[src/hdl/rti_pkg.sv]
package rti_pkg;

  localparam int COORD_W    = 32;
  localparam int FRAC_BITS  = 16;
  localparam int EDGE_W     = COORD_W + 1;
  localparam int PROD_W     = 2 * EDGE_W;
  localparam int CROSS_W    = PROD_W + 1;
  localparam int LO_W       = EDGE_W + 1;
  localparam int HI_W       = CROSS_W - LO_W;
  localparam int PLO_W      = EDGE_W + LO_W + 1;
  localparam int PHI_W      = EDGE_W + HI_W;
  localparam int DOT_W      = EDGE_W + CROSS_W + 2;
  localparam int MAG_W      = DOT_W - 1;
  localparam int QUO_W      = COORD_W - 1;
  localparam int NUM_W      = MAG_W + QUO_W + 1;
  localparam int FRONT_STAGES = 8;
  localparam int DIV_STAGES = QUO_W + 1;
  localparam int NUM_REGS   = 6;
  localparam int ADDR_W     = 5;

  localparam logic [COORD_W-1:0] DIST_MAX = {1'b0, {(COORD_W-1){1'b1}}};

  typedef enum logic [2:0] {
    REG_ORIGIN_X    = 3'd0,
    REG_ORIGIN_Y    = 3'd1,
    REG_ORIGIN_Z    = 3'd2,
    REG_DIRECTION_X = 3'd3,
    REG_DIRECTION_Y = 3'd4,
    REG_DIRECTION_Z = 3'd5
  } reg_idx_t;

  typedef struct packed {
    logic signed [COORD_W-1:0] vert0_x;
    logic signed [COORD_W-1:0] vert0_y;
    logic signed [COORD_W-1:0] vert0_z;
    logic signed [COORD_W-1:0] vert1_x;
    logic signed [COORD_W-1:0] vert1_y;
    logic signed [COORD_W-1:0] vert1_z;
    logic signed [COORD_W-1:0] vert2_x;
    logic signed [COORD_W-1:0] vert2_y;
    logic signed [COORD_W-1:0] vert2_z;
  } triangle_t;

  typedef struct packed {
    logic                      hit;
    logic signed [COORD_W-1:0] distance;
  } result_t;

  typedef struct packed {
    logic signed [COORD_W-1:0] origin_x;
    logic signed [COORD_W-1:0] origin_y;
    logic signed [COORD_W-1:0] origin_z;
    logic signed [COORD_W-1:0] direction_x;
    logic signed [COORD_W-1:0] direction_y;
    logic signed [COORD_W-1:0] direction_z;
  } ray_t;

  typedef struct packed {
    logic             ok;
    logic [MAG_W-1:0] det;
    logic [MAG_W-1:0] tnum;
  } mid_item_t;

  typedef struct packed {
    logic full;
    logic not_empty;
  } q_status_t;

  typedef struct packed {
    logic             ok;
    logic             sat;
    logic [QUO_W-1:0] quo;
    logic [NUM_W-1:0] rem;
    logic [MAG_W-1:0] det;
  } div_stage_t;

  function automatic logic signed [EDGE_W-1:0] sx(input logic signed [COORD_W-1:0] x);
    return {x[COORD_W-1], x};
  endfunction

endpackage

[src/hdl/rti_queue.sv]
module rti_queue import rti_pkg::*; (
  input  logic      clk,
  input  logic      rst,
  input  logic      push,
  input  mid_item_t din,
  input  logic      pop,
  output mid_item_t dout,
  output q_status_t status
);

  mid_item_t mem [2];
  logic wp, rp;
  logic [1:0] cnt;
  logic do_pop;

  assign status.full      = (cnt == 2'd2);
  assign status.not_empty = (cnt != 2'd0);
  assign dout   = mem[rp];
  assign do_pop = pop && status.not_empty;

  always_ff @(posedge clk) begin
    if (rst) begin
      wp  <= 1'b0;
      rp  <= 1'b0;
      cnt <= 2'd0;
    end else begin
      if (push) begin
        wp <= !wp;
      end
      if (do_pop) begin
        rp <= !rp;
      end
      cnt <= cnt + 2'(push) - 2'(do_pop);
    end
  end

  always_ff @(posedge clk) begin
    if (push) begin
      mem[wp] <= din;
    end
  end

endmodule

[config.mk]
export PLATFORM = sky130hd
export DESIGN_NAME = rti_queue
export DESIGN_NICKNAME = d
export VERILOG_FILES = /design/src/hdl/rti_pkg.sv /design/src/hdl/rti_queue.sv
export SDC_FILE = /design/constraint.sdc
export NUM_CORES = 1
export LEC_CHECK = 0
export ABC_AREA = 1
export BUFFER_PORTS_ARGS = -buffer_cell sky130_fd_sc_hd__buf_4
export CAP_MARGIN = 20
export CORE_MARGIN = 1
export CORE_UTILIZATION = 53
export DETAILED_ROUTE_END_ITERATION = 16
export PLACE_DENSITY_LB_ADDON = 0.25
export SYNTH_ARGS = -nofsm -noshare
export SYNTH_HDL_FRONTEND = slang
export SYNTH_SLANG_ARGS = --single-unit
export TNS_END_PERCENT = 20
[constraint.sdc]
create_clock -name clk -period 11.6 [get_ports clk]
set_input_delay 1.16 -clock clk [delete_from_list [all_inputs] [get_ports clk]]
set_output_delay 1.16 -clock clk [all_outputs]
set_load 0.005 [all_outputs]
-- Yosys cells after proc, flatten, opt, wreduce, memory -nomap -nowiden
Memory sizes are Yosys's and may differ from the RTL's. A register that Yosys moved wholly into a read port is not among the register bits.
Index checks and enable logic that the tools add are counted.
- bits in registers: 4
- word-level logic and storage cells: 15
- input bits: 207
- bits in writable memories: 406
- output and inout port bits: 205
- memories: 1
- memory list (memory ; depth ; bits a word ; rd ports ; clocked after Yosys merged registers in ; wr ports ; RTL line ; RTL):
    mem ; 2 ; 203 ; 1 ; 1 ; 1 ; rti_queue.sv:11 ; mid_item_t mem [2];
- mux-type cells: 4
- reductions and logical operators: 4
- add/subtract/negate cells: 2
- equality and inequality tests: 1
- operators by type and width (operator ; number):
    $mux W1 ; 4
    $add A2 B1 Y2 ; 1
    $eq A2 B2 Y1 const B ; 1
    $logic_not A1 Y1 ; 2
    $reduce_bool A2 Y1 ; 1
    $sub A2 B1 Y2 ; 1
    $logic_and A1 B1 Y1 ; 1

-- Longest topological paths before layout
- word-level depth: 4
- depth in mapped cells: 10

-- Worst setup path before layout
OpenSTA, ideal clock, no wires.
- path type: input port to flip-flop
- start: input push
- end: memory mem[0][0] (netlist bit), enable pin
- path slack: 1.142 ns
- arrival: 9.683 ns
- stages on the path: 2
- buffers on the path: 0
- data required time: 10.825 ns
- library setup time: 0.775 ns
- cell sequence: inv_1 -> nor2_1
- longest elaborated chain between the ends: 2
- ends and longest elaborated chain (item ; RTL line ; RTL):
    from (decl) ; rti_queue.sv:4 ; input logic push,
    $mux W1 ; rti_queue.sv:38 ; if (push) begin
    $mux W1 (implied by the code) ; rti_queue.sv:39 ; mem[wp] <= din;
    to (decl) ; rti_queue.sv:11 ;
Every way passes these cells.

==> results.cfg <==
[route]
wl_um = 31200
vias = 7650
drt_iter0_markers = 514
vias_per_cell = 5.04
firstDrtPassIters = 4
drc = 0
wl_per_cell_um = 20.6
ant_nets = 0

[global_routing]
grt_usage_pct = 20.1
grt_pass1_wl_um = 45500
grt-ovfl-total = 0
antenna_found_initial = 0
grt_start_max_net_pins = 177
grt_pass1_vias = 8019

[worst_setup_path]
critical_path.max_stage_delay_ns = 0.93
arrival_ns = 2.88
path_delay_family = buffers and inverters
worstPathRequired_ns = 10.44
slowest_stage = buf_4
crit_buf_inv = 2
cp-end-kind = output port
cp_max_fo = 56
crit_top_cell = buf_4
crit_chain = buf_4 > mux2_2 > buf_4
start_kind = register
path_class = reg -> out

[die]
die_x_um = 174
core_sq_um = 28900
fp.dieArea_sq_um = 30100
io_pins = 412
initial_core_util_pct = 54.1
num_rows = 62
die_y_um = 174

[hold_path]
holdCritPathClass = reg -> reg

[synthesis]
synth_most_common_cell = edfxtp_1
syn_inst = 668
synth-edff-count = 406
async_flop_share_pct = 0
ys.flop_type = edfxtp_1
yosysSeqAreaShare_pct = 78.8
synth_top_area_share_pct = 78.2
yosys-top-cells-area = edfxtp_1, mux2_4, mux2_2
synth_largest_area_cell = edfxtp_1
synthTopCellsByCount = edfxtp_1, mux2_4, mux2_2
ys_ff_latch = 411
synth_area_per_cell_sq_um = 23.4
ys_types = 14
synth_nets = 877
ys_warn_count = 0
synthesis.area_sq_um = 15600

[timing]
tightest_slew_ns = 1.12
fin_tns_setup_ns = 0
max_freq_mhz = 248
rsz0062_at_grt = false
fin_worst_skew_ns = 0.0197
fin_crit_ns = 4.04
relSlewSlack_pct = 25.6
slew_viol_final = 0
hold_violations = 0
setup_viol = 0
finalCritPeriodShare_pct = 34.8

[power_and_ir_drop]
leakage_nw = 7.92
power.density_nw_per_um2 = 187
total_power_mw = 3.79
ir_worst_vdd_mv = 0.159

[clock_network]
holdBufCountCts = 0
clock_sinks = 411
post_cts_buffers = 0
clk_latency_ns = 0.52
cts_root_buffer = clkbuf_16
post_cts_resized = 0
numCtsBuffers = 42
htreeDepth = 2
cts_buffer_depth = 3
path_clk_slew_ns = 0.06
cts_tree = yes

[placed_design]
port_buffers = 411
dpl.cell_count = 1445
gp_congestion = 0.789
hpwl_um = 20900

[run]
maxCapViolCount = 0

[finish]
area_growth_pct = 29.8
antenna_cells = 0
nFillCells = 1862
final_cells = 1518
drive_above_1_share_pct = 59.5
nets = 1314

[outcome]
status = completed
[cell families after synthesis]
logic type	Yosys count	synth area share [%]
AOI/OAI and AO/OA	1	0.0321
buffers and inverters	32	1.78
muxes	203	18.7
DFF	411	78.8
adders and majority gates	2	0.160
and+or+nand+nor	19	0.481
[worst reg2reg max path, stage by stage (launching register included)]
cell     delay [ns]
dfxtp_1        0.39
nand2_1        0.16
inv_8          0.73
buf_4          0.93
[layer usage]
metal | wire [um] | global-route usage [%] | share of wire (%) | vias to the layer above
li1 | - | - | - | 3516
met3 | 3240 | 7.68 | 10 | 43
met4 | 664 | 6.05 | 2.1 | 0
met2 | 16100 | 35.7 | 52 | 345
met5 | 0 | 0 | 0 | -
met1 | 11200 | 22.2 | 36 | 3746
[state kept, by name (all words and copies together), names as in the netlist, named ones only]
register,flops
rp,1
cnt,2
wp,1
mem,406
[layout by cell type (no fill, tap or decap)]
master      count
buf_4         415
edfxtp_1      406
mux2_4        170
clkbuf_16      43
mux2_2         33
clkbuf_1       15
nor2_1          9
inv_1           8
nand2_1         6
clkinv_1        5
clkinv_2        5
dfxtp_1         4
nand3_1         2
ha_1            2
bufinv_16       2
clkinvlp_4      2
inv_8           1
nor2_4          1
nor3_1          1
a21oi_1         1
dfxtp_4         1
inv_6           1
buf_12          1
[power by group]
group	internal (mW)	switching (mW)
clock network	0.725	0.509
logic	0.477	0.308
registers	1.73	0.0399
[metrics by stage]
stage	hold slack, ns	util, %	worst slack, ns	cell area [sq um]
2_1_floorplan	0.467	-	1.14	15600
3_3_place_gp	0.491	65.8	8.07	19000
3_5_place_dp	0.503	65.8	8.06	19000
4_1_cts	0.516	70.2	7.49	20200
5_1_grt	0.548	70.2	7.43	20200
6_report	0.507	70.2	7.56	20200
[cell type report]
type / instances / area (sq um) / area share (%)
Clock buffer: 58 / 1130 / 5.59
Inverter: 9 / 41.3 / 0.204
Clock inverter: 15 / 128 / 0.630
Tap cell: 384 / 480 / 2.37
Timing Repair Buffer: 416 / 3140 / 15.5
Multi-Input combinational cell: 225 / 3040 / 15.0
Sequential cell: 411 / 12300 / 60.7
[worst paths after layout]
check                           startpoint     endpoint  slack, ns  cells past startpoint
worst max-delay path              register     dout[29]       7.56                      3
worst min-delay path                    rp     register       0.51                      2
worst max register to register          wp  mem[1][158]       8.94                      3
worst min register to register          rp     register       0.51                      2
(Power assumes the default switching activity.)
